### src/triggered_sample_player_unit_assert.svh
// Assertion macros for the sample player.
// TSP_ASSERT checks a property while out of reset; TSP_ASSERT_NR also runs during reset.
`ifndef TRIGGERED_SAMPLE_PLAYER_UNIT_ASSERT_SVH
`define TRIGGERED_SAMPLE_PLAYER_UNIT_ASSERT_SVH

`ifndef SYNTHESIS
`define TSP_ASSERT(label, clk, rst_n, prop) \
    label: assert property (@(posedge clk) disable iff (!rst_n) prop) \
        else $error("sample player check failed");
`define TSP_ASSERT_NR(label, clk, prop) \
    label: assert property (@(posedge clk) prop) \
        else $error("sample player reset check failed");
`else
`define TSP_ASSERT(label, clk, rst_n, prop)
`define TSP_ASSERT_NR(label, clk, prop)
`endif

`endif

### src/tsp_ram.sv
module tsp_ram #(
    parameter int WIDTH = 8,
    parameter int DEPTH = 256,
    parameter int AW    = $clog2(DEPTH)
) (
    input  logic             i_clk,
    input  logic             i_we,
    input  logic [AW-1:0]    i_waddr,
    input  logic [WIDTH-1:0] i_wdata,
    input  logic             i_re,
    input  logic [AW-1:0]    i_raddr_a,
    input  logic [AW-1:0]    i_raddr_b,
    output logic [WIDTH-1:0] o_rdata_a,
    output logic [WIDTH-1:0] o_rdata_b
);

    logic [WIDTH-1:0] r_mem [DEPTH];
    logic [WIDTH-1:0] r_rdata_a;
    logic [WIDTH-1:0] r_rdata_b;

    always_ff @(posedge i_clk) begin
        if (i_we) begin
            r_mem[i_waddr] <= i_wdata;
        end
        if (i_re) begin
            r_rdata_a <= r_mem[i_raddr_a];
            r_rdata_b <= r_mem[i_raddr_b];
        end
    end

    assign o_rdata_a = r_rdata_a;
    assign o_rdata_b = r_rdata_b;

endmodule

### config.mk
export PLATFORM = sky130hd
export DESIGN_NAME = tsp_ram
export DESIGN_NICKNAME = d
export VERILOG_FILES = /design/src/triggered_sample_player_unit_assert.svh /design/src/tsp_ram.sv
export SDC_FILE = /design/constraint.sdc
export NUM_CORES = 2
export LEC_CHECK = 0
export BUFFER_PORTS_ARGS = -buffer_cell sky130_fd_sc_hd__buf_2
export CAP_MARGIN = 0
export CORE_MARGIN = 2
export CORE_UTILIZATION = 25
export CTS_BUF_LIST = sky130_fd_sc_hd__clkbuf_4
export CTS_CLUSTER_SIZE = 24
export DETAILED_ROUTE_END_ITERATION = 8
export MAX_ROUTING_LAYER = met4
export SLEW_MARGIN = 5
export SYNTH_ARGS = -nofsm -noshare
export SYNTH_HDL_FRONTEND = slang
export SYNTH_SLANG_ARGS = --single-unit
### constraint.sdc
create_clock -name i_clk -period 2.5 [get_ports i_clk]
set_input_delay 0.25 -clock i_clk [delete_from_list [all_inputs] [get_ports i_clk]]
set_output_delay 0.25 -clock i_clk [all_outputs]
set_load 0.01 [all_outputs]
==> results_dict.tcl <==
set metrics [dict create \
    outcome "finished, violations left" \
    violations "setup timing" \
    ys_seq_elements 2064 \
    relSlewSlack 0.0662 \
    boundaryPins 51 \
    dp_hpwl_mm 235 \
    fin_nets 6179 \
    yosysWarnings 0 \
    grtUsageMet3 0.0334 \
    wire_per_inst_um 28.7 \
    dieArea_sq_mm 0.394 \
    max_slew.worst_pin.slew_ns 1.37 \
    first_pass_iters 6 \
    antenna_found_initial 33 \
    syn_avg_cell_area_sq_um 20.0 \
    synthTopCellsByCount "2064 x edfxtp_1, 1051 x mux4_2, 298 x nor2_1" \
    async_flop_share 0 \
    overflow 0 \
    power_density_mw_per_mm2 635 \
    stdcell_count 11706 \
    path_clk_slew_ns 0.06 \
    track_usage 0.172 \
    max_freq_ghz 0.355 \
    worst-path-max-fanout 2 \
    routed_via_density 5.21 \
    ys_seq_area_frac 0.638 \
    htreeDepth 6 \
    drt_wl_total_mm 336 \
    synthTopCellsByArea "edfxtp_1 64%, mux4_2 24%, mux2i_1 2.4%, nor2_1 1.2%, o221ai_1 0.59%" \
    fin_crit_sh 1.13 \
    synth_edf_count 2064 \
    syn_nets 4882 \
    num_vias 61026 \
    yosysMostFrequentCell "edfxtp_1" \
    grt_setup_unrepaired "yes" \
    gp_congestion 0.942 \
    setup_viol_count_final 11 \
    first_global_vias 61842 \
    crit_required_ns 3.52 \
    maxCapViolCount 0 \
    start_util 0.251 \
    use_met2 0.268 \
    fin_skew_ns 0.0917 \
    grt_max_degree 98 \
    fin_ws_ns -0.319 \
    ir_drop_uv 399 \
    detail-route-antenna-nets 0 \
    cp-start-kind "flip-flop" \
    netlist_area_sq_mm 0.0971 \
    fp.dieW_um 627 \
    cts_tree "yes" \
    fp.dieH_um 627 \
    cts_root_buffer "clkbuf_4" \
    area_growth_pct 22.0 \
    ys_types 64 \
    grt_pass1_wl_mm 470 \
    cp-end-kind "flip-flop" \
    drive_gt1_frac 0.475 \
    p_total_mw 75.3 \
    report.final.slew_viol_count 0 \
    hold_viol 0 \
    yosys.area.top_type "edfxtp_1" \
    numPortBuffers 50 \
    drc 0 \
    syn-instance-count 4847 \
    drt-initial-drc-count 8009 \
    fin_crit_ns 2.82 \
    cts.sinks 2064 \
    placed_cells_incl_taps 10743 \
    yosys.area.top_type_share 0.638 \
    clk_path_buf_depth 4 \
    ys.flop_type "edfxtp_1" \
    tns_ns -0.740 \
    critical_path_class "flip-flop to flip-flop" \
    busiest_layer "met2" \
    hold_class "input port to flip-flop" \
    critical_path_arrival_ns 3.84 \
    cts_made_buffers 541 \
    fin_util 0.307 \
    p_leak_nw 38.8 \
    core_sq_mm 0.386 \
    use_met1 0.214 \
    rows 228 \
    clk_latency_ns 1.32 \
]
==> registers in the layout, indices dropped and copies added (netlist names) <==
name and cells:
r_mem 2048, o_rdata_a 8, o_rdata_b 8
==> critical path, stage by stage (launching register included) <==
cell	delay, ns
edfxtp_1	0.39
mux4_2	0.50
mux4_2	0.51
a22o_4	0.28
nor4_2	0.70
nor3_1	0.13
==> timing repair <==
item	in CTS	in global routing
pin swaps	20	15
hold buffers	32	0
resized for setup	68	33
setup buffers	2	4
endpoints found under the setup margin	22	22
endpoints found under the hold margin	3702	0
==> through the flow <==
step                hold slack, ns  worst slack [ns]  cell area [sq um]
floorplan                    0.349            0.0722              97100
global placement             0.568             -1.66             111000
detailed placement           0.575             -1.45             111000
CTS                         0.0203            -0.324             118000
global route                0.0718            -0.317             119000
finish                       0.108            -0.319             119000
==> metal layers <==
| metal | part of all wire | wire (um) |
|---|---|---|
| met1 | 0.37 | 126000 |
| met2 | 0.47 | 159000 |
| met3 | 0.099 | 33400 |
| met4 | 0.053 | 17900 |
| met5 | 0 | 0 |
==> path summary, 6_finish.rpt <==
| check | depth (start not counted) | slack, ns | endpoint | start |
|---|---|---|---|---|
| setup reg to reg | 5 | -0.32 | o_rdata_a[6]$_DFFE_PP_ | r_mem[175][6]$_DFFE_PP_ |
| hold / removal | 6 | 0.11 | o_rdata_a[6]$_DFFE_PP_ | i_raddr_a[3] |
| hold reg to reg | 4 | 1.21 | o_rdata_a[2]$_DFFE_PP_ | r_mem[151][2]$_DFFE_PP_ |
| setup / recovery | 5 | -0.32 | o_rdata_a[6]$_DFFE_PP_ | r_mem[175][6]$_DFFE_PP_ |
==> power breakdown <==
group / switching, mW / internal (mW)
Combinational: 4.44 / 3.40
Sequential: 0.141 / 38.2
Clock: 14.2 / 14.9
Total: 18.8 / 56.5
==> layout by cell type (no fill, tap or decap), types with 17 or more instances in the layout <==
cell and count:
a221oi_1 27, buf_2 31, nand3_1 48, mux4_2 1051, diode_2 30, a22o_1 21
o22ai_1 47, buf_12 134, clkinv_2 22, dlygate4sd3_1 32, o221ai_1 65, nor2_1 297
o21ai_0 29, nor2b_1 24, mux2i_1 234, clkbuf_4 733, clkinv_1 110, mux2_2 37
buf_4 930, a21oi_1 74, nand2_1 108, edfxtp_1 2064, a211oi_1 20, nor3_1 17
a22oi_1 52
==> logic make-up (layout without fill, tap and decap cells) <==
family / after synthesis / in the layout / synth area share
AND/OR/NAND/NOR: 591 / 591 / 0.0269
buffers and inverters: 401 / 2055 / 0.0273
flip-flops: 2064 / 2064 / 0.638
other: 0 / 30 / 0
AO/OA/AOI/OAI: 466 / 466 / 0.0353
multiplexers: 1325 / 1325 / 0.272
==> layout make-up <==
cell class	instances	area, sq um
repair buffers	1149	10400
diodes	30	75.1
well taps	5175	6470
clock buffers	733	5500
flip-flops and latches	2064	62000
inverters	6	26.3
clock inverters	167	1060
fillers	37587	268000
multi-input cells	2382	33000
Power figures use the tool's default switching activity.
