## config.mk

```make
export PLATFORM = sky130hd
export DESIGN_NAME = tsp_interp
export DESIGN_NICKNAME = d
export VERILOG_FILES = /design/src/triggered_sample_player_unit_assert.svh /design/src/tsp_pkg.sv /design/src/tsp_interp.sv
export SDC_FILE = /design/constraint.sdc
export NUM_CORES = 1
export LEC_CHECK = 0
export BUFFER_PORTS_ARGS = -buffer_cell sky130_fd_sc_hd__buf_4
export CAP_MARGIN = 25
export CELL_PAD_IN_SITES_DETAIL_PLACEMENT = 1
export CELL_PAD_IN_SITES_GLOBAL_PLACEMENT = 1
export CORE_MARGIN = 2
export CORE_UTILIZATION = 40
export CTS_BUF_LIST = sky130_fd_sc_hd__clkbuf_8
export CTS_CLUSTER_DIAMETER = 80
export DETAILED_ROUTE_END_ITERATION = 7
export PLACE_DENSITY = 0.73
export RECOVER_POWER = 100
export SYNTH_ARGS = -nofsm -noshare
export SYNTH_HDL_FRONTEND = slang
export SYNTH_SLANG_ARGS = --single-unit
export TNS_END_PERCENT = 10
```

## constraint.sdc

```tcl
create_clock -name i_clk -period 6.1 [get_ports i_clk]
set_input_delay 0.305 -clock i_clk [delete_from_list [all_inputs] [get_ports i_clk]]
set_output_delay 0.305 -clock i_clk [all_outputs]
set_load 0.01 [all_outputs]
```

## src/triggered_sample_player_unit_assert.svh

```systemverilog
// Assertion macros for the sample player.
// TSP_ASSERT checks a property while out of reset; TSP_ASSERT_NR also runs during reset.
`ifndef TRIGGERED_SAMPLE_PLAYER_UNIT_ASSERT_SVH
`define TRIGGERED_SAMPLE_PLAYER_UNIT_ASSERT_SVH

`ifndef SYNTHESIS
`define TSP_ASSERT(label, clk, rst_n, prop) \
    label: assert property (@(posedge clk) disable iff (!rst_n) prop) \
        else $error("sample player check failed");
`define TSP_ASSERT_NR(label, clk, prop) \
    label: assert property (@(posedge clk) prop) \
        else $error("sample player reset check failed");
`else
`define TSP_ASSERT(label, clk, rst_n, prop)
`define TSP_ASSERT_NR(label, clk, prop)
`endif

`endif

```

## src/tsp_pkg.sv

```systemverilog
package tsp_pkg;

    localparam int SLOT_BYTES = 4096;
    localparam int SLOT_COUNT = 7;
    localparam int MEM_DEPTH  = SLOT_BYTES * SLOT_COUNT;
    localparam int ADDR_W     = $clog2(MEM_DEPTH);
    localparam int SLOT_W     = (SLOT_COUNT > 1) ? $clog2(SLOT_COUNT) : 1;

    localparam int OP_W       = 2;
    localparam int SEL_W      = 3;
    localparam int LADDR_W    = 12;
    localparam int LEN_W      = 13;
    localparam int PHASE_W    = 32;
    localparam int FRAC_W     = 16;
    localparam int INT_W      = PHASE_W - FRAC_W;
    localparam int SAMPLE_W   = 8;
    localparam int AUDIO_W    = 16;
    localparam int HOLD_W     = 16;
    localparam int CFG_IDX_W  = 2;
    localparam int CFG_DATA_W = 32;

    // a * (1.0 - f) needs one bit above the fraction
    localparam int PA_W        = SAMPLE_W + FRAC_W + 1;
    localparam int PB_W        = SAMPLE_W + FRAC_W;
    localparam int INTERP_SHIFT = 8;

    localparam logic [SEL_W-1:0]   SEL_RANDOM   = 3'd7;
    localparam logic [PHASE_W-1:0] PITCH_RESET  = 32'h0001_0000;
    localparam logic [AUDIO_W-1:0] SIGN_FLIP    = 16'h8000;

    typedef enum logic [OP_W-1:0] {
        OP_TICK      = 2'd0,
        OP_LOAD_BYTE = 2'd1,
        OP_LOAD_LEN  = 2'd2
    } t_op;

    typedef enum logic [CFG_IDX_W-1:0] {
        REG_SAMPLE_SELECT = 2'd0,
        REG_PITCH_STEP    = 2'd1,
        REG_HOLD_PERIOD   = 2'd2
    } t_reg_idx;

    typedef struct packed {
        logic                  we;
        logic [CFG_IDX_W-1:0]  idx;
        logic [CFG_DATA_W-1:0] data;
    } t_cfg_wr;

    // per-tick control that travels beside the sample read
    typedef struct packed {
        logic              plays;
        logic              take;
        logic [FRAC_W-1:0] frac;
    } t_tick_ctl;

    // slot number modulo SLOT_COUNT
    function automatic logic [SEL_W-1:0] slot_reduce(input logic [SEL_W-1:0] sel);
        logic [SEL_W-1:0] v;
        v = sel;
        for (int k = 0; k < 8; k++) begin
            if (32'(v) >= SLOT_COUNT) begin
                v = v - SEL_W'(SLOT_COUNT);
            end
        end
        return v;
    endfunction

endpackage

```

## src/tsp_interp.sv

```systemverilog
module tsp_interp (
    input  logic                              i_clk,
    input  logic                              i_rst_n,
    input  logic                              i_adv2,
    input  logic                              i_adv3,
    input  logic                              i_v2,
    input  logic [tsp_pkg::SAMPLE_W-1:0]      i_byte_a,
    input  logic [tsp_pkg::SAMPLE_W-1:0]      i_byte_b,
    input  tsp_pkg::t_tick_ctl                i_ctl,
    output logic signed [tsp_pkg::AUDIO_W-1:0] o_audio_out
);

    import tsp_pkg::*;

    logic [FRAC_W:0]    w_inv;
    logic [PA_W-1:0]    n_pa;
    logic [PB_W-1:0]    n_pb;
    logic [PA_W-1:0]    r_pa;
    logic [PB_W-1:0]    r_pb;
    logic               r_plays;
    logic               r_take;
    logic [PA_W-1:0]    sum;
    logic [AUDIO_W-1:0] v;
    logic [AUDIO_W-1:0] sample;
    logic [AUDIO_W-1:0] r_held;

    // weights 1.0 - f and f
    assign w_inv = (FRAC_W+1)'(1 << FRAC_W) - {1'b0, i_ctl.frac};
    assign n_pa  = PA_W'(i_byte_a) * PA_W'(w_inv);
    assign n_pb  = PB_W'(i_byte_b) * PB_W'(i_ctl.frac);

    always_ff @(posedge i_clk) begin
        if (i_adv2) begin
            r_pa    <= n_pa;
            r_pb    <= n_pb;
            r_plays <= i_ctl.plays;
            r_take  <= i_ctl.take;
        end
    end

    assign sum    = r_pa + PA_W'(r_pb);
    assign v      = sum[AUDIO_W+INTERP_SHIFT-1:INTERP_SHIFT];
    assign sample = r_plays ? (v ^ SIGN_FLIP) : '0;

    // sample-and-hold decimator output
    always_ff @(posedge i_clk) begin
        if (!i_rst_n) begin
            r_held <= '0;
        end else if (i_adv3 && i_v2 && r_take) begin
            r_held <= sample;
        end
    end

    assign o_audio_out = $signed(r_held);

endmodule

```

==> results.md <==
* Final Skew at 0.0116 ns
* Routed vias/inst at 5.10
* Top cell by count, worst path: fa_1
* Status: finished, violations left
* Crit path DAT at 6.02 ns
* Sequential area share after synthesis at 16.2%
* Total routed wirelength at ~27 mm
* HP Class: input port to flip-flop
* Row cnt at 61
* CTS tree: built
* Routability cong. at approximately 0.85
* Final Instance Area at 12100 um^2
* CTS clk-pin slew, worst paths at 0.08 ns
* Cell-by-cell trace of the critical path: buf_4 > or4_4 > nor3_4 > nand2_1 > xor2_1 > and2_1 > fa_1 > fa_1 > fa_1 > inv_1 > fa_1 > inv_1 > ha_1 > or3_1 > o221a_2 > o41ai_2 > o21ai_1 > o31ai_1 > a21oi_1 > xnor2_1
* Worst skew pair latency at between 0.3 and 0.4 ns
* Cells after synthesis at 1187
* Most common cell after layout, fill and taps aside: inv_1
* Failing checks: capacitance limit, slew limit
* CTS H-tree depth at 3
* Minimum clock period after layout at 5.90 ns
* Synth warn at 0
* Hold_ws at 0.147 ns
* Largest net degree at the start of global routing at 51
* Area leader, netlist: fa_1
* Layout cells sized above 1 at 5.93%
* CTS Sinks at 66
* Syn Area/Cell at 9.48 um^2
* Starting density of the core at 40.6%
* Worst VDD drop at about 210 uV
* Synth area leaders: fa_1 31%, edfxtp_1 13%, ha_1 12%
* Initial drt markers at 252
* ANT nets after route at 0
* Number of fill cells at 3181
* Cell variety after synth at 67
* # diodes at 0
* Area of the core at 27700 um^2
* First-pass GRT wire length at 46.6 mm
* DIE AREA at 29500 um^2
* Post-synth EDFFs at 50
* Chip width at about 170 um
* DRC errors left at 0
* Most frequent cells in the layout: 193 x inv_1, 173 x fa_1, 158 x and2_1
* # hold bufs at CTS at 0
* Crit-path max cell delay at 0.53 ns
* Pins over their slew limit at between 50 and 60
* Power Dens Cells at 427 nW/um^2
* Top_reg_cell synth: edfxtp_1
* Max Cap Viol at 1
* Post-Place Setup Slack at -0.101 ns
* Vias in the first global route at 9306
* Post-DP HPWL at around 22 mm
* Final cell utilization of the core at 43.8%
* Worst Hold Path Cells at 1
* Setup bufs post-CTS at 0
* Top cell type's share of synthesized area at 30.8%
* Slowest cell on the critical path: or4_4
* Relative slew slack at -92.7%
* Synthesis-stage register bit count at 66
* GR Util All Layers at 20.3%
* Cts repair resizes at 0
* Drt pass-1 iters at 6
* Final net count at 1548
* IO Port Bufs at 54
* Placed instance area at 12100 um^2
* DR WL/cell at approximately 17 um
* Critical path class: input port to flip-flop
* Initial antenna violation count at 0
* Crit path capture type: flip-flop
* Lkg Pwr at 5.63 nW
* Setup TNS at 0 ns
* Final setup viols at 0
* Syn nets at roughly 1500
* Async SR Flop Fraction at 0%
* RSZ-0062 raised after global routing: no
* IO Pins at 55
* Deepest clock path buffer count at 2
* Total gr overflow at 0
* Final hold viol count at 0
* Slew @ Worst Pin at just under 3 ns
* Clock Tree Root: clkbuf_8
* Die Y at 172 um
* Final worst slack at 0.202 ns
* Maximum clock rate at roughly 170 MHz
* CTS Buf Count at 9
* CP startpoint kind: input port
* Final Cycle Share at 96.7%
* Reg2Reg Depth at 9
* Syn-to-layout area delta at 7.92%
* Post-Synthesis Cell Area at 11300 um^2
* DR vias at 8212
* Max FO, Critical Path at 12
* WP data required at 6.22 ns
-- cell type report --
| type | instances | area, um^2 | share of cell area [%] |
|---|---|---|---|
| timing repair buffer | 67 | 428 | 3.52 |
| sequential | 66 | 1820 | 15.0 |
| tap | 378 | 473 | 3.89 |
| multi-input combinational | 891 | 8530 | 70.2 |
| inverter | 191 | 717 | 5.90 |
| clock inverter | 5 | 22.5 | 0.185 |
| clock buffer | 11 | 151 | 1.25 |
-- cells by family (layout without fill, tap and decap cells) --
| family | after synthesis | in the layout | synth area share [%] |
|---|---|---|---|
| XOR/XNOR | 66 | 66 | 5.14 |
| AO/OA/AOI/OAI | 155 | 155 | 9.67 |
| flip-flops | 66 | 66 | 16.2 |
| AND/OR/NAND/NOR | 386 | 386 | 18.2 |
| multiplexers | 1 | 1 | 0.100 |
| adder cells (fa/ha/maj) | 283 | 283 | 43.0 |
| buffers and inverters | 230 | 274 | 7.69 |
-- synthesized netlist by cell type (5+ instances only) --
library cell and count:
fa_1 173, a21o_1 24, o21a_1 11, inv_1 191, nor2b_1 6, o21bai_1 6, ha_1 110, o31ai_1 8
nand2b_1 5, o21ai_0 25, nor3_1 13, clkbuf_1 36, a31oi_1 5, nor2_1 32, nand2_1 129, edfxtp_1 50
xnor2_1 49, nand4_1 6, and2_1 165, dfxtp_1 16, a21oi_1 34, xor2_1 17
-- metrics by stage --
step	total power [mW]	instances
finish	5.18	1609
global route	5.79	1609
CTS	5.33	1609
detailed placement	4.96	1593
global placement	4.83	1592
floorplan	3.92	1187
-- path summary, 6_finish.rpt --
path / slack (ns) / to / startpoint
worst min-delay path: 0.15 / r_plays / i_ctl[17]
worst min register to register: 0.45 / o_audio_out[13] / o_audio_out[13]
worst max-delay path: 0.20 / r_pa[23] / i_ctl[2]
worst max register to register: 3.14 / o_audio_out[15] / r_pa[3]
-- sequential cells by signal, indices dropped and copies added (netlist names) --
name         count
r_pa            24
o_audio_out     16
r_pb            24
r_plays          1
r_take           1
-- layer usage --
metal  track usage, %  wire length (um)  up-vias
met4             5.49               589        0
met2             37.8             14300       94
li1                 -                 -     3866
met5                0                 0        -
met3             1.98               512       30
met1             24.8             11900     4222
-- worst max-delay path, delay by kind of cell --
kind	cells	cell delay [ns]
adders and majority gates	5	2.11
and+or+nand+nor	5	1.50
xor gates and xnor gates	2	0.61
buffers and inverters	3	0.25
AOI/OAI and AO/OA	5	1.24
-- report_power, final --
| part | total (mW) | internal (mW) | switching [mW] |
|---|---|---|---|
| logic | 3.97 | 1.71 | 2.26 |
| registers | 0.877 | 0.804 | 0.0722 |
| clock network | 0.336 | 0.164 | 0.172 |
| total | 5.18 | 2.67 | 2.51 |
No activity file was read; power rests on OpenSTA's default activity.
