File: config.mk
export PLATFORM = sky130hd
export DESIGN_NAME = tsp_ctrl
export DESIGN_NICKNAME = d
export VERILOG_FILES = /design/src/triggered_sample_player_unit_assert.svh /design/src/tsp_pkg.sv /design/src/tsp_ctrl.sv
export SDC_FILE = /design/constraint.sdc
export NUM_CORES = 1
export LEC_CHECK = 0
export BUFFER_PORTS_ARGS = -buffer_cell sky130_fd_sc_hd__buf_2
export CORE_MARGIN = 10
export CORE_UTILIZATION = 65
export DETAILED_ROUTE_END_ITERATION = 6
export PLACE_DENSITY_LB_ADDON = 0.15
export SYNTH_ARGS = -nofsm -noshare
export SYNTH_HDL_FRONTEND = slang
export SYNTH_SLANG_ARGS = --single-unit
export TNS_END_PERCENT = 30
File: constraint.sdc
create_clock -name i_clk -period 49.6 [get_ports i_clk]
set_input_delay 9.92 -clock i_clk [delete_from_list [all_inputs] [get_ports i_clk]]
set_output_delay 9.92 -clock i_clk [all_outputs]
set_load 0.02 [all_outputs]
File: src/triggered_sample_player_unit_assert.svh
// Assertion macros for the sample player.
// TSP_ASSERT checks a property while out of reset; TSP_ASSERT_NR also runs during reset.
`ifndef TRIGGERED_SAMPLE_PLAYER_UNIT_ASSERT_SVH
`define TRIGGERED_SAMPLE_PLAYER_UNIT_ASSERT_SVH

`ifndef SYNTHESIS
`define TSP_ASSERT(label, clk, rst_n, prop) \
    label: assert property (@(posedge clk) disable iff (!rst_n) prop) \
        else $error("sample player check failed");
`define TSP_ASSERT_NR(label, clk, prop) \
    label: assert property (@(posedge clk) prop) \
        else $error("sample player reset check failed");
`else
`define TSP_ASSERT(label, clk, rst_n, prop)
`define TSP_ASSERT_NR(label, clk, prop)
`endif

`endif

File: src/tsp_pkg.sv
package tsp_pkg;

    localparam int SLOT_BYTES = 4096;
    localparam int SLOT_COUNT = 7;
    localparam int MEM_DEPTH  = SLOT_BYTES * SLOT_COUNT;
    localparam int ADDR_W     = $clog2(MEM_DEPTH);
    localparam int SLOT_W     = (SLOT_COUNT > 1) ? $clog2(SLOT_COUNT) : 1;

    localparam int OP_W       = 2;
    localparam int SEL_W      = 3;
    localparam int LADDR_W    = 12;
    localparam int LEN_W      = 13;
    localparam int PHASE_W    = 32;
    localparam int FRAC_W     = 16;
    localparam int INT_W      = PHASE_W - FRAC_W;
    localparam int SAMPLE_W   = 8;
    localparam int AUDIO_W    = 16;
    localparam int HOLD_W     = 16;
    localparam int CFG_IDX_W  = 2;
    localparam int CFG_DATA_W = 32;

    // a * (1.0 - f) needs one bit above the fraction
    localparam int PA_W        = SAMPLE_W + FRAC_W + 1;
    localparam int PB_W        = SAMPLE_W + FRAC_W;
    localparam int INTERP_SHIFT = 8;

    localparam logic [SEL_W-1:0]   SEL_RANDOM   = 3'd7;
    localparam logic [PHASE_W-1:0] PITCH_RESET  = 32'h0001_0000;
    localparam logic [AUDIO_W-1:0] SIGN_FLIP    = 16'h8000;

    typedef enum logic [OP_W-1:0] {
        OP_TICK      = 2'd0,
        OP_LOAD_BYTE = 2'd1,
        OP_LOAD_LEN  = 2'd2
    } t_op;

    typedef enum logic [CFG_IDX_W-1:0] {
        REG_SAMPLE_SELECT = 2'd0,
        REG_PITCH_STEP    = 2'd1,
        REG_HOLD_PERIOD   = 2'd2
    } t_reg_idx;

    typedef struct packed {
        logic                  we;
        logic [CFG_IDX_W-1:0]  idx;
        logic [CFG_DATA_W-1:0] data;
    } t_cfg_wr;

    // per-tick control that travels beside the sample read
    typedef struct packed {
        logic              plays;
        logic              take;
        logic [FRAC_W-1:0] frac;
    } t_tick_ctl;

    // slot number modulo SLOT_COUNT
    function automatic logic [SEL_W-1:0] slot_reduce(input logic [SEL_W-1:0] sel);
        logic [SEL_W-1:0] v;
        v = sel;
        for (int k = 0; k < 8; k++) begin
            if (32'(v) >= SLOT_COUNT) begin
                v = v - SEL_W'(SLOT_COUNT);
            end
        end
        return v;
    endfunction

endpackage

File: src/tsp_ctrl.sv
module tsp_ctrl (
    input  logic                           i_clk,
    input  logic                           i_rst_n,
    input  logic                           i_accept,
    input  logic                           i_adv,
    input  logic [tsp_pkg::OP_W-1:0]       i_operation,
    input  logic                           i_gate_rise,
    input  logic [tsp_pkg::SEL_W-1:0]      i_random_slot,
    input  logic [tsp_pkg::SEL_W-1:0]      i_load_slot,
    input  logic [tsp_pkg::LADDR_W-1:0]    i_load_address,
    input  logic [tsp_pkg::LEN_W-1:0]      i_load_value,
    input  tsp_pkg::t_cfg_wr               i_cfg,
    output logic                           o_mem_we,
    output logic [tsp_pkg::ADDR_W-1:0]     o_mem_waddr,
    output logic [tsp_pkg::SAMPLE_W-1:0]   o_mem_wdata,
    output logic [tsp_pkg::ADDR_W-1:0]     o_rd_addr_a,
    output logic [tsp_pkg::ADDR_W-1:0]     o_rd_addr_b,
    output tsp_pkg::t_tick_ctl             o_ctl
);

    import tsp_pkg::*;

    logic [SEL_W-1:0]   r_sample_select;
    logic [PHASE_W-1:0] r_pitch_step;
    logic [HOLD_W-1:0]  r_hold_period;

    logic [PHASE_W-1:0] r_phase;
    logic               r_playing;
    logic [SEL_W-1:0]   r_slot;
    logic [HOLD_W-1:0]  r_hold;
    logic [LEN_W-1:0]   r_len [SLOT_COUNT];
    t_tick_ctl          r_ctl;

    logic               tick;
    logic [SEL_W-1:0]   slot_eff;
    logic [PHASE_W-1:0] phase_eff;
    logic               playing_eff;
    logic [LEN_W-1:0]   len_raw;
    logic [LEN_W-1:0]   len_c;
    logic [INT_W-1:0]   integral;
    logic               plays;
    logic               take;
    logic [PHASE_W-1:0] n_phase;
    logic [HOLD_W-1:0]  n_hold;
    t_tick_ctl          n_ctl;

    assign tick = i_accept && (i_operation == OP_TICK);

    // a rise restarts the phase and picks the slot
    always_comb begin
        if (i_gate_rise) begin
            phase_eff   = '0;
            playing_eff = 1'b1;
            slot_eff    = (r_sample_select != SEL_RANDOM) ? slot_reduce(r_sample_select)
                                                          : slot_reduce(i_random_slot);
        end else begin
            phase_eff   = r_phase;
            playing_eff = r_playing;
            slot_eff    = r_slot;
        end
    end

    assign len_raw  = r_len[slot_eff[SLOT_W-1:0]];
    assign len_c    = (32'(len_raw) > SLOT_BYTES) ? LEN_W'(SLOT_BYTES) : len_raw;
    assign integral = phase_eff[PHASE_W-1:FRAC_W];
    assign plays    = playing_eff && (len_c >= LEN_W'(2))
                      && (32'(integral) < (32'(len_c) - 32'd1));

    assign n_phase = plays ? (phase_eff + r_pitch_step) : phase_eff;

    assign take   = (r_hold == '0);
    assign n_hold = take ? r_hold_period : (r_hold - HOLD_W'(1));

    assign o_rd_addr_a = ADDR_W'(32'(slot_eff) * SLOT_BYTES + 32'(integral));
    assign o_rd_addr_b = o_rd_addr_a + ADDR_W'(1);

    assign o_mem_we    = i_accept && (i_operation == OP_LOAD_BYTE)
                         && (32'(i_load_slot) < SLOT_COUNT)
                         && (32'(i_load_address) < SLOT_BYTES);
    assign o_mem_waddr = ADDR_W'(32'(i_load_slot) * SLOT_BYTES + 32'(i_load_address));
    assign o_mem_wdata = i_load_value[SAMPLE_W-1:0];

    always_comb begin
        n_ctl.plays = plays;
        n_ctl.take  = take;
        n_ctl.frac  = phase_eff[FRAC_W-1:0];
    end

    always_ff @(posedge i_clk) begin
        if (!i_rst_n) begin
            r_sample_select <= '0;
            r_pitch_step    <= PITCH_RESET;
            r_hold_period   <= '0;
            r_phase         <= '0;
            r_playing       <= 1'b0;
            r_slot          <= '0;
            r_hold          <= '0;
        end else begin
            if (i_cfg.we) begin
                unique case (i_cfg.idx)
                    REG_SAMPLE_SELECT: r_sample_select <= i_cfg.data[SEL_W-1:0];
                    REG_PITCH_STEP:    r_pitch_step    <= i_cfg.data[PHASE_W-1:0];
                    REG_HOLD_PERIOD:   r_hold_period   <= i_cfg.data[HOLD_W-1:0];
                    default: begin
                    end
                endcase
            end
            if (tick) begin
                r_phase   <= n_phase;
                r_playing <= plays;
                r_slot    <= slot_eff;
                r_hold    <= n_hold;
            end
        end
    end

    always_ff @(posedge i_clk) begin
        if (i_accept && (i_operation == OP_LOAD_LEN) && (32'(i_load_slot) < SLOT_COUNT)) begin
            r_len[i_load_slot[SLOT_W-1:0]] <= i_load_value;
        end
        if (i_adv) begin
            r_ctl <= n_ctl;
        end
    end

    assign o_ctl = r_ctl;

endmodule

==> metrics.txt, run 1 <==
Fin Clk Skew 0.0226 ns; fin cells 1872; unrepaired setup endpoints after global routing no; Critical Path Start Type input pin; crit path DAT 21.13 ns; 1st-iter DRT viols 997; sequential fraction of design power 39.0%; Die Wd 167 um; antenna violations before repair 5; relative slew slack 23.7%; DP Wirelength 24.7 mm; Net Sw Power 0.144 mW; router iterations before antenna repair 6; reg2reg end r_phase[9]; reg2reg start r_sample_select[0]; maxcap violations 0; Placed Cells incl. Taps 1824; syn_area_per_cell 9.22 um2; crit share post-route 62.6%; EDFF count, synth 109; Power Dens Cells 32.2 nW/um2; status completed; worst path buffer plus inverter count 8; Initial Util 66.4%; Int Pwr 0.350 mW; max incr delay on CP 0.65 ns; FF+latch count, synth 212; Worst path depth 46; f_max 32.2 MHz; slowest CP cell nor2_2; Crit Path Max Fanout 17; post-CTS resize count 0; Vias 11500; Sum Neg Setup Slack 0 ns; slew of the pin with the lowest slew margin 1.14 ns; Final Hold Fails 0; number of post-CTS setup repair buffers 0; die height 167 um; H-tree level count 1; Sink Count 212; layout cells sized above 1 16.0%; Final Max Slew Viols 0; Area after DPL 14500 um2; Clock power frac 38.9%; Syn Nets 1678; Port Buf Inserts 120; post-synthesis sequential area ratio 38.1%; worst min-delay path class reg2reg; IO Pins 145; Yosys cell types 106; minimum clock period 31.05 ns; largest net degree at the start of global routing 63; num rows 53; DRC 0; Clock Latency Late Sink 0.54 ns; Post-Syn Area 14000 um2; post-route cell area 15300 um2; critical path type in2out; hold buffer count at cts 0; element type at the critical path end primary output; asr flop ratio synth 0%; VDD IR max 0.0000336 V; number of global-route vias before repair 11100; flop2flop setup slack 33.23 ns; die area 27800 um2; GRT Residual Overflow 0; switching share of power 29.2%; FF-to-FF path depth 67; cell mode on critical path ha_1; leak pwr 6.26 nW; Root Buffer clkbuf_16; CTS tree built; clk buf depth 3; Comb pwr share 22.1%; final setup fails 0; Total Wirelength 34.7 mm; clk slew on worst S/H paths 0.05 ns; first-pass GRT wire length 56.4 mm; WL/cell 18.5 um; RD Place Congestion 0.903; area grow syn2layout 9.56%; fin util 72.8%; CTS Buf Count 24; Yosys warnings 0; Top Family by Delay on Critical Path adder cells; fin nets 1734; vias per inst 6.14; Worst Path Required 39.68 ns; crit path to o_rd_addr_b[14]; gr usage total 23.8%; CP startpoint i_random_slot[0]; Mapped Cells 1519; Synth Flop Type edfxtp_1; Antenna Nets Post-Route 0; Core Region 21100 um2
worst min-delay path by stage:
stage / startpoint / end / slack [ns] / cells after the start
floorplan: r_phase[10] / r_phase[10] / 0.43 / 2
finish: r_phase[13] / r_phase[13] / 0.45 / 2
global route: r_hold[6] / r_hold[6] / 0.48 / 2
CTS: r_phase[13] / r_phase[13] / 0.45 / 2
detailed placement: r_phase[13] / r_phase[13] / 0.44 / 2
global placement: r_phase[12] / r_phase[12] / 0.44 / 2
routing by layer:
| metal | track usage (%) | vias up | wire length, um |
|---|---|---|---|
| li1 | - | 5621 | - |
| met1 | 32.3 | 5414 | 15700 |
| met5 | 0 | - | 13 |
| met3 | 4.64 | 51 | 2520 |
| met2 | 38.5 | 403 | 15800 |
| met4 | 5.46 | 2 | 607 |
cell usage after synthesis (5+ instances only):
| cell | count | area share (%) |
|---|---|---|
| a211o_1 | 6 | 0.38 |
| a211oi_1 | 16 | 0.86 |
| a211oi_2 | 6 | 0.54 |
| a21boi_0 | 53 | 2.8 |
| a21o_1 | 12 | 0.64 |
| a21oi_1 | 85 | 3.0 |
| a221o_1 | 7 | 0.50 |
| a221oi_1 | 5 | 0.31 |
| a31oi_1 | 16 | 0.71 |
| and2_1 | 22 | 0.98 |
| and3_1 | 14 | 0.63 |
| buf_2 | 6 | 0.21 |
| buf_4 | 38 | 2.0 |
| buf_6 | 7 | 0.56 |
| clkbuf_1 | 50 | 1.3 |
| dfxtp_1 | 103 | 15 |
| edfxtp_1 | 109 | 23 |
| ha_1 | 85 | 7.6 |
| inv_1 | 52 | 1.4 |
| mux2_2 | 29 | 2.3 |
| mux2i_1 | 69 | 4.9 |
| nand2_1 | 210 | 5.6 |
| nand2b_1 | 12 | 0.54 |
| nand3_1 | 37 | 1.3 |
| nand3b_1 | 14 | 0.75 |
| nand4_1 | 7 | 0.31 |
| nor2_1 | 94 | 2.5 |
| nor2b_1 | 45 | 2.0 |
| nor3_1 | 33 | 1.2 |
| nor3b_1 | 5 | 0.27 |
| nor4_1 | 7 | 0.31 |
| o211ai_1 | 12 | 0.64 |
| o21a_1 | 10 | 0.54 |
| o21ai_0 | 69 | 2.5 |
| o31ai_1 | 5 | 0.27 |
| or2_2 | 11 | 0.49 |
| or3_1 | 10 | 0.45 |
| xnor2_1 | 26 | 1.6 |
| xor2_1 | 15 | 0.94 |
through the flow:
stage               hold WS, ns  setup slack (ns)  total power [mW]
global route              0.475             17.60             0.517
CTS                       0.454             18.69             0.496
floorplan                 0.430             19.79             0.281
detailed placement        0.442             18.71             0.304
finish                    0.455             18.55             0.494
global placement          0.439             19.13             0.301
sequential cells by signal, indices dropped and copies added, names as in the netlist:
register         cells
r_phase             32
r_playing            1
r_hold_period       16
r_len               91
o_ctl               18
r_sample_select      3
r_hold              16
r_pitch_step        32
r_slot               3
power groups by stage:
stage	combinational [mW]	sequential [mW]	clock (mW)
finish	0.109	0.193	0.192
global route	0.123	0.193	0.201
CTS	0.108	0.193	0.195
detailed placement	0.107	0.196	0
global placement	0.105	0.196	0
floorplan	0.0846	0.196	0
kinds of logic after synthesis:
logic type                 after synthesis  share of synthesized area [%]
buffers and inverters                  157                           5.85
AOI/OAI and AO/OA                      378                           19.2
adders and majority gates               86                           7.73
DFF                                    212                           38.1
xor gates and xnor gates                41                           2.56
and+or+nand+nor                        545                           19.1
muxes                                  100                           7.45
tightest hold or removal path: stages, from the launching register on:
cell and delay [ns]:
dfxtp_1 0.30, nand2_1 0.05, mux2i_1 0.05
layout make-up:
| class | instances | area (um2) |
|---|---|---|
| Inverter | 54 | 203 |
| Fill cell | 1597 | 5740 |
| Multi-Input combinational cell | 1150 | 7890 |
| Tap cell | 275 | 344 |
| Clock inverter | 13 | 220 |
| Timing Repair Buffer | 133 | 698 |
| Clock buffer | 31 | 648 |
| Antenna cell | 4 | 10.0 |
| Sequential cell | 212 | 5340 |
placed cells by master (no fill, tap or decap), types with 7 or more instances in the layout:
cell type and instances:
nand2_1 210, buf_2 120, edfxtp_1 109, dfxtp_1 103, nor2_1 94, a21oi_1 85
ha_1 85, o21ai_0 69, mux2i_1 69, a21boi_0 53, inv_1 52, nor2b_1 45
nand3_1 37, nor3_1 30, mux2_2 29, xnor2_1 26, clkbuf_16 25, and2_1 22
a31oi_1 16, a211oi_1 16, xor2_1 15, nand3b_1 14, and3_1 14, buf_4 13
nand2b_1 12, a21o_1 12, o211ai_1 12, or2_2 11, or3_1 10, o21a_1 10
a221o_1 7, nand4_1 7
Power figures use the tool's default switching activity.
==> run 2, diff against run 1 <==
CORE_UTILIZATION = 55   (was 65)
clock period = 26.6 ns   (was 49.6 ns; I/O delays follow)
==> run 2 against run 1 <==
Die area rose by 16%. Worst setup slack got worse by 14 ns. Via count is 1.4% lower. First-iteration DRC count is 20% lower. Sequential share of layout area barely moved. Register-to-register slack lost 23 ns. Largest cell class unchanged.
==> metrics.txt, run 2 (synthesis results as in run 1) <==
status completed; Clock Latency Late Sink 0.54 ns; fin nets 1735; vias per inst 5.89; flop2flop setup slack 10.68 ns; CTS tree built; Crit Path Max Fanout 20; Antenna Nets Post-Route 0; num rows 58; critical path type in2out; 1st-iter DRT viols 802; die area 32300 um2; Worst Path Required 21.28 ns; final setup fails 0; slowest CP cell a21oi_1; minimum clock period 21.87 ns; CTS Buf Count 24; hold depth 2; maxcap violations 0; GRT Residual Overflow 0; clk buf depth 3; reg2reg end r_phase[9]; FF-to-FF path depth 67; Sum Neg Setup Slack 0 ns; antenna violations before repair 0; Sink Count 212; leak pwr 6.25 nW; first-pass GRT wire length 55.1 mm; area grow syn2layout 9.70%; commonest non-fill, non-tap cell in the layout nand2_1; die height 180 um; H-tree level count 1; number of post-CTS setup repair buffers 0; crit share post-route 82.2%; sequential fraction of design power 39.8%; switching share of power 29.5%; gr usage total 19.8%; Comb pwr share 22.5%; Vias 11300; Placed Cells incl. Taps 1880; max incr delay on CP 0.48 ns; crit path DAT 16.55 ns; hold wc startpoint r_phase[15]; Port Buf Inserts 120; IO Pins 145; slew of the pin with the lowest slew margin 1.16 ns; Top Family by Delay on Critical Path adder cells; Core Region 25100 um2; Die Wd 180 um; Net Sw Power 0.266 mW; reg2reg start r_sample_select[0]; router iterations before antenna repair 5; VDD IR max 0.0000592 V; clk slew on worst S/H paths 0.06 ns; Initial Util 55.8%; max reg flops 91; number of global-route vias before repair 11100; DRC 0; Critical Path Start Type input pin; Root Buffer clkbuf_16; cell mode on critical path ha_1; Int Pwr 0.637 mW; relative slew slack 22.6%; Fin Clk Skew 0.0384 ns; number of diodes 0; most frequent cells in the layout nand2_1 (210), buf_2 (120), edfxtp_1 (109); Final Hold Fails 0; Total Wirelength 33.7 mm; hold buffer count at cts 0; unrepaired setup endpoints after global routing no; DP Wirelength 24.0 mm; Clock power frac 37.7%; layout cells sized above 1 16.1%; WL/cell 17.5 um; fin cells 1924; RD Place Congestion 0.841; Hold Path End r_phase[15]; post-CTS resize count 0; worst min-delay path class reg2reg; f_max 45.7 MHz; element type at the critical path end primary output; Final Max Slew Viols 0; largest net degree at the start of global routing 70; Power Dens Cells 58.7 nW/um2; worst path buffer plus inverter count 10
## run 2: routing by layer
metal	part of all wire [%]	global-route usage, %	up-vias
met5	0	0	-
met4	1.7	4.30	0
met3	4.4	2.87	40
met2	48	34.0	259
met1	46	25.8	5403
li1	-	-	5629
## run 2: cell type report
class,instances,area [um2]
sequential,212,5340
tap,330,413
multi-input combinational,1150,7890
fill,2169,9740
timing repair buffer,134,706
inverter,54,203
clock inverter,13,154
clock buffer,31,668
## run 2: worst max-delay path by stage
stage,start,endpoint,slack [ns],cells after the start
after floorplan,i_random_slot[0],o_rd_addr_b[14],5.99,55
after global placement,i_random_slot[0],o_rd_addr_b[14],5.34,50
after detailed placement,i_random_slot[0],o_rd_addr_b[14],4.92,49
after CTS,i_random_slot[0],o_rd_addr_b[14],4.85,49
after global routing,i_random_slot[0],o_rd_addr_b[14],3.86,50
final,i_random_slot[0],o_rd_addr_b[14],4.73,50
## run 2: power groups by stage
stage	sequential (mW)	combinational (mW)	clock, mW
CTS	0.359	0.203	0.344
floorplan	0.366	0.158	0
global route	0.360	0.227	0.358
global placement	0.366	0.196	0
detailed placement	0.366	0.202	0
finish	0.359	0.203	0.340
## run 2: stage by stage
stage                     setup slack, ns  hold slack, ns  power, mW  cell area (um2)  util (%)
final                                4.73           0.455      0.903            15400      61.2
after global routing                 3.86           0.483      0.946            15400      61.2
after CTS                            4.85           0.456      0.906            15400      61.2
after detailed placement             4.92           0.447      0.568            14500      57.9
after global placement               5.34           0.439      0.562            14500      57.9
after floorplan                      5.99           0.430      0.524            14000         -
## run 2: worst min-delay path, delay by kind of cell (launching register included)
kind	cells	cell delay (ns)
DFF	1	0.31
muxes	1	0.05
and+or+nand+nor	1	0.05
==> run 3, diff against run 2 <==
CORE_UTILIZATION = 60   (was 55)
clock period = 20.8 ns   (was 26.6 ns; I/O delays follow)
==> run 3 against run 2 <==
Combinational power is 29% higher. Worst setup slack lost 3.6 ns. Cell count decreased by 0.83%. Clock power up 31%. Critical path depth unchanged. Design area is essentially flat. First-iteration DRC count increased by 5.2%. Largest power group unchanged. Die area shrank 7.4%. Utilization is 6.3 points higher. Hold slack got worse by 0.0036 ns. Wire length up 0.35%. Count of clock-buffer cells in the layout is 4 higher.
==> metrics.txt, run 3 (synthesis results as in run 1) <==
Antenna Nets Post-Route 0; hold wc startpoint r_phase[10]; gr usage total 21.6%; clk buf depth 3; Sink Count 212; max incr delay on CP 0.47 ns; Core Region 22800 um2; unrepaired setup endpoints after global routing no; number of diodes 0; worst min-delay path class reg2reg; num rows 55; Port Buf Inserts 120; CTS tree built; element type at the critical path end primary output; reg2reg start r_sample_select[1]; hold buffer count at cts 0; H-tree level count 1; 1st-iter DRT viols 844; final setup fails 0; GRT Residual Overflow 0; Final Max Slew Viols 0; Clock Latency Late Sink 0.53 ns; RD Place Congestion 0.876; area grow syn2layout 9.81%; FF-to-FF path depth 66; IO Pins 145; crit path DAT 15.46 ns; layout cells sized above 1 16.4%; antenna violations before repair 0; Initial Util 61.5%; f_max 51.0 MHz; sequential fraction of design power 39.4%; leak pwr 6.28 nW; first-pass GRT wire length 55.2 mm; Int Pwr 0.823 mW; slowest CP cell a21oi_1; max reg flops 91; relative slew slack 23.7%; die height 173 um; most frequent cells in the layout nand2_1 (210), buf_2 (120), edfxtp_1 (109); router iterations before antenna repair 5; critical path type in2out; flop2flop setup slack 5.02 ns; Comb pwr share 22.5%; fin util 67.5%; hold depth 2; cell mode on critical path ha_1; number of post-CTS setup repair buffers 0; post-CTS resize count 0; WL/cell 17.7 um; status completed; reg2reg end r_phase[4]; Root Buffer clkbuf_16; vias per inst 5.93; Crit Path Max Fanout 20; VDD IR max 0.0000664 V; slack of the critical path 1.18 ns; Hold Path End r_phase[10]; Fin Clk Skew 0.0294 ns; Total Wirelength 33.8 mm; die area 29900 um2; number of global-route vias before repair 11100; CTS Buf Count 24; Clock power frac 38.1%; Worst Path Required 16.64 ns; Power Dens Cells 75.7 nW/um2; largest net degree at the start of global routing 72; Sum Neg Setup Slack 0 ns; fin nets 1736; Vias 11300; DRC 0; clk slew on worst S/H paths 0.06 ns; Final Hold Fails 0; switching share of power 29.3%; DP Wirelength 23.7 mm; Critical Path Start Type input pin; minimum clock period 19.62 ns; Net Sw Power 0.342 mW; worst slack at placement 1.40 ns; maxcap violations 0; crit share post-route 94.3%; commonest non-fill, non-tap cell in the layout nand2_1; slew of the pin with the lowest slew margin 1.14 ns; Die Wd 173 um
[run 3: area by class of cell]
class / instances / area [um2]
Clock buffer: 35 / 742
Multi-Input combinational cell: 1150 / 7890
Fill cell: 1835 / 7390
Inverter: 54 / 203
Tap cell: 313 / 392
Timing Repair Buffer: 135 / 713
Clock inverter: 9 / 109
Sequential cell: 212 / 5340
[run 3: power groups by stage]
stage | sequential, mW | clock (mW) | combinational, mW
2_1_floorplan | 0.469 | 0 | 0.202
4_1_cts | 0.459 | 0.449 | 0.260
3_3_place_gp | 0.468 | 0 | 0.250
3_5_place_dp | 0.468 | 0 | 0.258
6_report | 0.459 | 0.444 | 0.262
5_1_grt | 0.461 | 0.467 | 0.293
[run 3: worst max-delay path, delay by kind of cell]
| family | cells | cell delay [ns] |
|---|---|---|
| xor+xnor | 2 | 0.35 |
| buf+inv | 10 | 1.81 |
| compound gates | 17 | 3.69 |
| mux | 1 | 0.14 |
| simple gates | 2 | 0.58 |
| fa+ha+maj | 18 | 4.68 |
[run 3: per-layer routing]
layer	wire, um	vias up	global-route usage, %
met4	568	0	4.78
met5	0	-	0
li1	-	5630	-
met1	15300	5355	28.1
met3	1770	43	3.05
met2	16200	294	37.3
[run 3: how the worst max path moves through the flow]
| stage | from | to | slack (ns) | cells after the start |
|---|---|---|---|---|
| 6_report | i_random_slot[0] | o_rd_addr_b[14] | 1.18 | 50 |
| 5_1_grt | i_random_slot[0] | o_rd_addr_b[14] | 0.32 | 49 |
| 4_1_cts | i_random_slot[0] | o_rd_addr_b[14] | 1.35 | 49 |
| 3_5_place_dp | i_random_slot[0] | o_rd_addr_b[14] | 1.40 | 49 |
| 3_3_place_gp | i_random_slot[0] | o_rd_addr_b[14] | 1.95 | 50 |
| 2_1_floorplan | i_random_slot[0] | o_rd_addr_b[14] | 2.51 | 55 |
[run 3: through the flow]
step                std cells  instance area (um2)  power (mW)  hold slack [ns]
floorplan                1519                14000       0.670            0.430
CTS                      1908                15400        1.17            0.453
global placement         1864                14500       0.718            0.438
global route             1908                15400        1.22            0.480
finish                   1908                15400        1.17            0.452
detailed placement       1864                14500       0.726            0.444
